## config.mk

```make
export PLATFORM = sky130hd
export DESIGN_NAME = bcpp_ctrl
export DESIGN_NICKNAME = d
export VERILOG_FILES = /design/src/hdl/bcpp_pkg.sv /design/src/hdl/bcpp_ctrl.sv
export SDC_FILE = /design/constraint.sdc
export NUM_CORES = 1
export LEC_CHECK = 0
export BUFFER_PORTS_ARGS = -buffer_cell sky130_fd_sc_hd__buf_2
export CAP_MARGIN = 20
export CORE_AREA = 10 10 47 49
export DETAILED_ROUTE_END_ITERATION = 8
export DIE_AREA = 0 0 57 59
export MAX_ROUTING_LAYER = met4
export PLACE_DENSITY = 0.4
export SLEW_MARGIN = 20
export SYNTH_ARGS = -nofsm -noshare
export SYNTH_HDL_FRONTEND = slang
export SYNTH_SLANG_ARGS = --single-unit
```

## constraint.sdc

```tcl
create_clock -name clk -period 2 [get_ports clk]
set_clock_uncertainty 0.15 [all_clocks]
set_input_delay 0.4 -clock clk [delete_from_list [all_inputs] [get_ports clk]]
set_output_delay 0.4 -clock clk [all_outputs]
set_load 0.02 [all_outputs]
```

## src/hdl/bcpp_pkg.sv

```systemverilog
// ----------------------------------------------------------------------------
// bcpp_pkg
// Shared types and constants of the block class placement policy.
// ----------------------------------------------------------------------------
package bcpp_pkg;

    localparam int TABLE_ENTRIES   = 65536;
    localparam int TABLE_AW        = $clog2(TABLE_ENTRIES);
    localparam int BLOCK_SIZE_LOG2 = 21;

    localparam int ADDR_W   = 64;
    localparam int BLOCKS_W = 17;
    localparam int MODE_W   = 2;
    localparam int CLASS_W  = 2;
    localparam int PLACE_W  = 2;
    localparam int SEL_W    = 3;
    localparam int INDEX_W  = 16;
    localparam int CNT_W    = 64;
    localparam int CFG_IDX_W = 2;

    typedef enum logic [1:0] {
        REQ_ACTIVATE = 2'd0,
        REQ_ACCESS   = 2'd1,
        REQ_WRITE    = 2'd2,
        REQ_READ     = 2'd3
    } req_t;

    typedef enum logic [CFG_IDX_W-1:0] {
        CFG_LAYOUT_BASE   = 2'd0,
        CFG_LAYOUT_BLOCKS = 2'd1,
        CFG_POLICY_MODE   = 2'd2,
        CFG_LAYOUT_READY  = 2'd3
    } cfg_idx_t;

    localparam logic [CLASS_W-1:0] CLASS_DEFAULT = 2'd0;
    localparam logic [CLASS_W-1:0] CLASS_HOT     = 2'd2;
    localparam logic [CLASS_W-1:0] CLASS_SHARED  = 2'd3;

    localparam logic [PLACE_W-1:0] PLACE_NONE = 2'd0;
    localparam logic [PLACE_W-1:0] PLACE_HEAD = 2'd1;
    localparam logic [PLACE_W-1:0] PLACE_TAIL = 2'd2;

    localparam logic [MODE_W-1:0] MODE_PAGE_LIFO = 2'd1;
    localparam logic [MODE_W-1:0] MODE_HOT_LIFO  = 2'd2;

    localparam int CNT_ACTIVATE    = 0;
    localparam int CNT_MAPPED      = 1;
    localparam int CNT_HOT_TAIL    = 2;
    localparam int CNT_COLD_HEAD   = 3;
    localparam int CNT_SHARED_TAIL = 4;
    localparam int CNT_DEFAULT     = 5;
    localparam int CNT_ACCESS      = 6;
    localparam int CNT_NUM         = 7;

    typedef struct packed {
        logic clear;
        logic capture;
        logic check;
        logic apply;
    } cmd_t;

    typedef struct packed {
        logic clear_last;
    } status_t;

endpackage

```

## src/hdl/bcpp_ctrl.sv

```systemverilog
// ----------------------------------------------------------------------------
// bcpp_ctrl
// Sequencer: table clearing sweep after reset, then capture, check and
// apply steps for each request.
// ----------------------------------------------------------------------------
module bcpp_ctrl (
    input  logic              clk,
    input  logic              rst_n,
    input  logic              start,
    input  bcpp_pkg::status_t status,
    output bcpp_pkg::cmd_t    cmd,
    output logic              busy
);

    typedef enum logic [1:0] {
        S_CLEAR,
        S_IDLE,
        S_CHECK,
        S_APPLY
    } state_t;

    state_t state_reg;
    state_t state_next;

    always_comb
    begin
        state_next = state_reg;
        case (state_reg)
            S_CLEAR:
            begin
                if (status.clear_last)
                begin
                    state_next = S_IDLE;
                end
            end
            S_IDLE:
            begin
                if (start)
                begin
                    state_next = S_CHECK;
                end
            end
            S_CHECK: state_next = S_APPLY;
            S_APPLY: state_next = S_IDLE;
            default: state_next = S_CLEAR;
        endcase
    end

    always_ff @(posedge clk or negedge rst_n)
    begin
        if (!rst_n)
        begin
            state_reg <= S_CLEAR;
        end
        else
        begin
            state_reg <= state_next;
        end
    end

    assign busy        = (state_reg != S_IDLE);
    assign cmd.clear   = (state_reg == S_CLEAR);
    assign cmd.capture = (state_reg == S_IDLE) && start;
    assign cmd.check   = (state_reg == S_CHECK);
    assign cmd.apply   = (state_reg == S_APPLY);

endmodule

```

**After elaboration in Yosys (flattened, before gate mapping)**

Cells that the tools add are included.

- Flip-flop bits (word level): 2
- Bits in latches: 0
- Bits in writable memories: 0
- ROM bits: 0
- Input port bits: 4
- Output and inout bits: 5
- Word-level logic and storage cells: 13
- Memories kept: 0

- Add/subtract/negate cells: 0
- $mul: 0
- Div/mod/pow operators: 0
- $lt $le $gt $ge: 0
- Equality and inequality tests: 6
- Shift operators: 0
- Mux-type cells: 3
- Bitwise logic cells: 0
- Reductions and logical operators: 3

Operators by type and width:

| kind | count |
|---|---|
| 2-bit case mux with 4 select lines | 1 |
| 2-bit equality test, second input constant | 2 |
| 2-bit 2-to-1 mux | 2 |
| 2-bit inequality test, second input constant | 2 |
| 2-bit by 1-bit equality test with 1-bit output, second input constant | 1 |
| 2-bit zero test | 1 |
| 2-bit by 1-bit inequality test with 1-bit output, second input constant | 1 |
| 2-bit AND reduction | 1 |
| 1-bit logical AND | 1 |

**Depth between registers and ports, before layout**

Gate-level depths: netlist (run 1).

- Word-level depth: 3
- Gate-level depth with buffers: 5
- Gate-level depth less buffers: 5

**Worst setup path after synthesis (run 1)**

Ideal clock, no wire load.

- Path kind: register -> output
- From: register state_reg[1]
- To: output port cmd[2] in the netlist's numbering
- Arrival: 1084 ps
- Required time: 1450 ps
- Setup slack: 366 ps
- Stages on the path, launching flop included: 5
- Path buffers: 0
- Path through: dfrtp_1 > inv_1 > ha_1 > inv_1 > nor2_1

RTL lines:

| what | RTL line | source |
|---|---|---|
| from (decl) | bcpp_ctrl.sv:22 | `state_t state_reg;` |
| from (signal assigned) | bcpp_ctrl.sv:57 | `state_reg <= state_next;` |
| to (decl) | bcpp_ctrl.sv:11 | `output bcpp_pkg::cmd_t cmd,` |

==> results of run 1 <==
-- layout by cell type (no fill, tap or decap) --
cell type      n
clkbuf_4       3
a21oi_2        1
dfrtp_1        2
buf_2          8
o21ai_0        2
nor2b_4        1
inv_1          4
dlygate4sd3_1  1
ha_1           4
nor2_1         1
mux2_4         1
-- metrics by stage --
step                 util  setup slack [ns]  cell area [um2]  hold WS (ns)  power, mW
floorplan               -             0.366              166       -0.0456      0.255
global placement    0.162             0.448              226        0.0389      0.312
detailed placement  0.162             0.446              226        0.0385      0.312
CTS                 0.185             0.186              259         0.329      0.410
global route        0.185             0.113              259         0.352      0.432
finish              0.185             0.197              259         0.330      0.402
-- cell families (layout without fill, tap and decap cells) --
kind of cell	Yosys count	after routing	share of synthesized area
flops	2	2	0.301
compound gates	3	3	0.113
fa+ha+maj	4	4	0.301
buf+inv	4	16	0.0902
simple gates	2	2	0.105
mux	1	1	0.0902
-- routing by layer --
layer / up-vias / track usage / wire [um]
met5: - / - / 0
met4: 0 / 0.0302 / 0
met3: 0 / 0.0386 / 74
met2: 11 / 0.0155 / 103
met1: 50 / 0.0308 / 235
li1: 73 / - / -
-- final cells by class --
cell class,instances,area [um2],area share
Multi-Input combinational cell,10,101,0.391
Sequential cell,2,50.0,0.193
Timing Repair Buffer,9,50.0,0.193
Clock buffer,3,22.5,0.0870
Tap cell,16,20.0,0.0773
Inverter,4,15.0,0.0580
-- critical path: stages, from the launching register on --
cell and delay, ns:
dfrtp_1 0.41, inv_1 0.09, ha_1 0.21, inv_1 0.06, nor2_1 0.09, buf_2 0.16
-- path summary, 6_finish.rpt --
check	from	endpoint	slack, ns	cells after the start
setup / recovery	state_reg[1]	cmd[2]	0.20	5
hold / removal	status	state_reg[0]	0.33	3
setup reg to reg	state_reg[0]	state_reg[1]	0.49	5
hold reg to reg	state_reg[0]	state_reg[0]	0.44	2
max in group asynchronous	rst_n	state_reg[0]	1.26	2
min in group asynchronous	rst_n	state_reg[1]	0.34	2
-- power breakdown --
group / switching, mW / total [mW] / internal, mW
Combinational: 0.128 / 0.228 / 0.100
Clock: 0.0250 / 0.0914 / 0.0664
Sequential: 0.0220 / 0.0825 / 0.0605
==> results.sh, run 1 <==
export IMPL_status="completed"
export IMPL_synthDistinctLibCells=8
export IMPL_vdd_drop_max_mv=0.371
export IMPL_grt_pass1_vias=140
export IMPL_clockBufferDepth=2
export IMPL_syn2layout_area_growth_pct=55.6
export IMPL_fin_tns_setup_ns=0
export IMPL_clk_pin_slew_ns=0.03
export IMPL_drive_gt1_frac=0.500
export IMPL_synth_top_cell_by_area="dfrtp_1"
export IMPL_largest_reg_flops=2
export IMPL_place_congestion=0.652
export IMPL_antenna_found_initial=0
export IMPL_core_um2=1400
export IMPL_tightest_slew_ns=0.152
export IMPL_hp_class="in2reg"
export IMPL_wire_per_inst_um=9.41
export IMPL_synthCells=16
export IMPL_dp_cells=40
export IMPL_synth_area_leaders="dfrtp_1, ha_1, inv_1, mux2_4, nor2b_4"
export IMPL_setup_viol=0
export IMPL_diodes=0
export IMPL_p_per_area_nw_per_um2=1550
export IMPL_cts_hold_buf=1
export IMPL_cap_violations=0
export IMPL_hold_viol=0
export IMPL_synth_seq_area_share=0.301
export IMPL_path_class="reg2out"
export IMPL_end_kind="output port"
export IMPL_cts_setup_buffers=0
export IMPL_synth_warning_count=0
export IMPL_grt_pass1_wl_um=600
export IMPL_syn_area_um2=166
export IMPL_postRouteAntennaNets=0
export IMPL_synth_edf_count=0
export IMPL_cts_root_buf="clkbuf_4"
export IMPL_numClockSinks=2
export IMPL_drtIter0Drc=0
export IMPL_core_rowCount=14
export IMPL_cts_tree="done"
export IMPL_clk_latency_ns=0.23
export IMPL_finalNonFillerCells=44
export IMPL_fmax_mhz=555
export IMPL_arrival_ns=1.25
export IMPL_grt_max_degree=5
export IMPL_cts_buffers=3
export IMPL_nFillCells=169
export IMPL_slew_headroom=0.898
export IMPL_final_nets=38
export IMPL_start_util=0.119
export IMPL_ios=9
export IMPL_vias_per_cell=3.05
export IMPL_drt_pass1_iterations=1
export IMPL_avgSynthCellArea_um2=10.4
export IMPL_port_buffers=8
export IMPL_period_needed_ns=1.80
export IMPL_slew_viol_final=0
export IMPL_ys_flop_type="dfrtp_1"
export IMPL_synth_top_cell_area_share=0.301
export IMPL_ys_seq_elements=2
export IMPL_grt_usage=0.0280
export IMPL_die_h_um=59
export IMPL_final_period_utilization=0.902
export IMPL_htreeDepth=1
export IMPL_synthArstFlopShare=1.00
export IMPL_die_w_um=57
export IMPL_rsz0062_at_grt="false"
export IMPL_drt_wl_total_um=414
export IMPL_synth_nets=24
export IMPL_drc=0
export IMPL_cp_max_fo=4
export IMPL_cp_start_kind="register"
export IMPL_crit_required_ns=1.45
export IMPL_cts_resized_gates=0
export IMPL_vias=134
export IMPL_dp_hpwl_um=328
export IMPL_p_leak_nw=0.147
export IMPL_netlist_top_cells_count="ha_1, inv_1, dfrtp_1, o21ai_0"
export IMPL_grt_overflow_total=0
export IMPL_die_area_um2=3360
Note: power is estimated with default switching activity, not from simulation.
==> inputs of run 2 (changes only) <==
--- a/config.mk
+++ b/config.mk
@@ -5,11 +5,12 @@
 export SDC_FILE = /design/constraint.sdc
 export NUM_CORES = 1
 export LEC_CHECK = 0
+export ABC_AREA = 1
 export BUFFER_PORTS_ARGS = -buffer_cell sky130_fd_sc_hd__buf_2
 export CAP_MARGIN = 20
-export CORE_AREA = 10 10 47 49
+export CORE_AREA = 2 2 39 41
 export DETAILED_ROUTE_END_ITERATION = 8
-export DIE_AREA = 0 0 57 59
+export DIE_AREA = 0 0 41 43
 export MAX_ROUTING_LAYER = met4
 export PLACE_DENSITY = 0.4
 export SLEW_MARGIN = 20
==> run 2 against run 1 <==
Via count up 16%. Sequential share of layout area unchanged. Critical path depth unchanged. Clock power down 4.7%. Register-to-register slack better by 0.29 ns.
==> results.sh, run 2 <==
export IMPL_tightest_slew_ns=0.132
export IMPL_cts_root_buf="clkbuf_4"
export IMPL_synth_edf_count=0
export IMPL_setup_viol=0
export IMPL_finalNonFillerCells=50
export IMPL_grt_pass1_wl_um=558
export IMPL_p_per_area_nw_per_um2=1580
export IMPL_ys_flop_type="dfrtp_1"
export IMPL_rsz0062_at_grt="false"
export IMPL_fmax_mhz=584
export IMPL_htreeDepth=1
export IMPL_drt_pass1_iterations=1
export IMPL_path_buf_inv=3
export IMPL_dp_hpwl_um=280
export IMPL_numClockSinks=2
export IMPL_synth_top_cell_by_area="dfrtp_1"
export IMPL_synth_top_cell_area_share=0.301
export IMPL_status="completed"
export IMPL_power_switching_mw=0.195
export IMPL_cp_start_kind="register"
export IMPL_port_buffers=8
export IMPL_diodes=0
export IMPL_synth_most_common_cell="nand2_1"
export IMPL_drive_gt1_frac=0.382
export IMPL_grt_pass1_vias=145
export IMPL_end_kind="output port"
export IMPL_final_common_cell="buf_2"
export IMPL_slew_headroom=0.912
export IMPL_synth_nets=30
export IMPL_period_needed_ns=1.71
export IMPL_vias=156
export IMPL_final_nets=44
export IMPL_final_cell_mix="buf_2, nand2_1, inv_1"
export IMPL_ys_seq_elements=2
export IMPL_p_leak_nw=0.169
export IMPL_hp_class="in2async"
export IMPL_drtIter0Drc=0
export IMPL_power_mw=0.410
export IMPL_syn2layout_area_growth_pct=55.6
export IMPL_combPwrFrac=0.585
export IMPL_core_um2=1380
export IMPL_netlist_top_cells_count="nand2_1, inv_1, ha_1"
export IMPL_final_period_utilization=0.856
export IMPL_drt_wl_total_um=321
export IMPL_place_congestion=0.605
export IMPL_path_cells="inv_1 > ha_1 > nand2_1 > inv_1 > buf_2"
export IMPL_slew_viol_final=0
export IMPL_die_area_um2=1760
export IMPL_ios=9
export IMPL_vias_per_cell=3.12
export IMPL_synthArstFlopShare=1.00
export IMPL_crit_required_ns=1.45
export IMPL_dp_cells=46
export IMPL_grt_overflow_total=0
export IMPL_cts_resized_gates=0
export IMPL_path_class="reg2out"
export IMPL_antenna_found_initial=0
export IMPL_cpMostUsedCell="inv_1"
export IMPL_syn_area_um2=166
export IMPL_core_rowCount=14
export IMPL_cap_violations=0
export IMPL_largest_reg_flops=2
export IMPL_synth_seq_area_share=0.301
export IMPL_pwr_share_seq=0.202
export IMPL_clockBufferDepth=2
export IMPL_hold_viol=0
export IMPL_grt_usage=0.0545
export IMPL_die_w_um=41
export IMPL_vdd_drop_max_mv=0.362
export IMPL_clk_latency_ns=0.22
export IMPL_cts_buffers=3
export IMPL_drc=0
export IMPL_postRouteAntennaNets=0
export IMPL_cp_top_family="flip-flops"
export IMPL_synth_area_leaders="dfrtp_1, ha_1, nand2_1, inv_1, nand2_2"
export IMPL_slowest_delay_ns=0.40
export IMPL_crit_slowest_cell="dfrtp_1"
export IMPL_cellInternalPower_mw=0.215
export IMPL_fin_tns_setup_ns=0
export IMPL_power_frac_clock=0.213
export IMPL_grt_max_degree=5
export IMPL_synthDistinctLibCells=6
export IMPL_cp_max_fo=4
export IMPL_synthCells=22
export IMPL_wire_per_inst_um=6.42
export IMPL_start_util=0.120
export IMPL_arrival_ns=1.16
export IMPL_sw_frac_of_total=0.475
export IMPL_die_h_um=43
export IMPL_synth_warning_count=0
export IMPL_avgSynthCellArea_um2=7.56
export IMPL_cts_tree="done"
export IMPL_clk_pin_slew_ns=0.03
-- run 2: changes by cell type after synthesis --
| cell | previous run | this run |
|---|---|---|
| nand2_1 | 0 | 7 |
| inv_1 | 4 | 6 |
| nand2_2 | 0 | 2 |
| o21ai_0 | 2 | 0 |
| a21oi_2 | 1 | 0 |
| mux2_4 | 1 | 0 |
| nand3_1 | 0 | 1 |
| nor2_1 | 1 | 0 |
| nor2b_4 | 1 | 0 |
-- run 2: final cells by class --
cell class                      instances  area, um2
Tap cell                               16       20.0
Multi-Input combinational cell         14       93.8
Timing Repair Buffer                    9       50.0
Clock buffer                            3       22.5
Fill cell                             165       1120
Sequential cell                         2       50.0
Inverter                                6       22.5
-- run 2: metrics by stage --
| step | cell area, um2 | setup slack [ns] | hold WS [ns] | util |
|---|---|---|---|---|
| floorplan | 166 | 0.614 | -0.0456 | - |
| global placement | 226 | 0.513 | 0.0389 | 0.164 |
| detailed placement | 226 | 0.511 | 0.0408 | 0.164 |
| CTS | 259 | 0.260 | 0.335 | 0.187 |
| global route | 259 | 0.175 | 0.348 | 0.187 |
| finish | 259 | 0.287 | 0.345 | 0.187 |
-- run 2: path summary, 6_finish.rpt --
path | from | end | slack, ns | depth (start not counted)
min in group clk | state_reg[1] | state_reg[1] | 0.38 | 2
min | rst_n | state_reg[1] | 0.34 | 2
max in group asynchronous | rst_n | state_reg[0] | 1.26 | 2
max | state_reg[1] | cmd[2] | 0.29 | 5
max reg2reg | state_reg[0] | state_reg[0] | 0.78 | 6
min reg2reg | state_reg[1] | state_reg[1] | 0.38 | 2
-- run 2: power by group through the flow --
stage	clock, mW	sequential, mW	combinational (mW)
after global routing	0.103	0.0876	0.272
after CTS	0.0930	0.0836	0.247
after floorplan	0	0.0798	0.188
final	0.0871	0.0830	0.240
after detailed placement	0	0.0844	0.244
after global placement	0	0.0844	0.247
-- run 2: timing repair --
item,CTS,global route
hold endpoints to repair,2,0
setup buffers,0,0
hold buffers,1,0
-- run 2: worst register-to-register path, cell delays in order (launching register included) --
cell,delay [ns]
dfrtp_1,0.38
inv_1,0.08
ha_1,0.21
nand2_1,0.12
nand2_2,0.06
nand2_1,0.05
nand2_1,0.05
-- run 2: kinds of logic after synthesis --
logic type,synth area share
adder cells (fa/ha/maj),0.301
buffers and inverters,0.135
flip-flops,0.301
AND/OR/NAND/NOR,0.263
-- run 2: routing by layer --
metal  vias up  share of wire  global-route usage
met5         -              0                   -
met4         0              0              0.0600
met3         0          0.081              0.0471
met2         6           0.38              0.0500
met1        62           0.54              0.0611
li1         88              -                   -
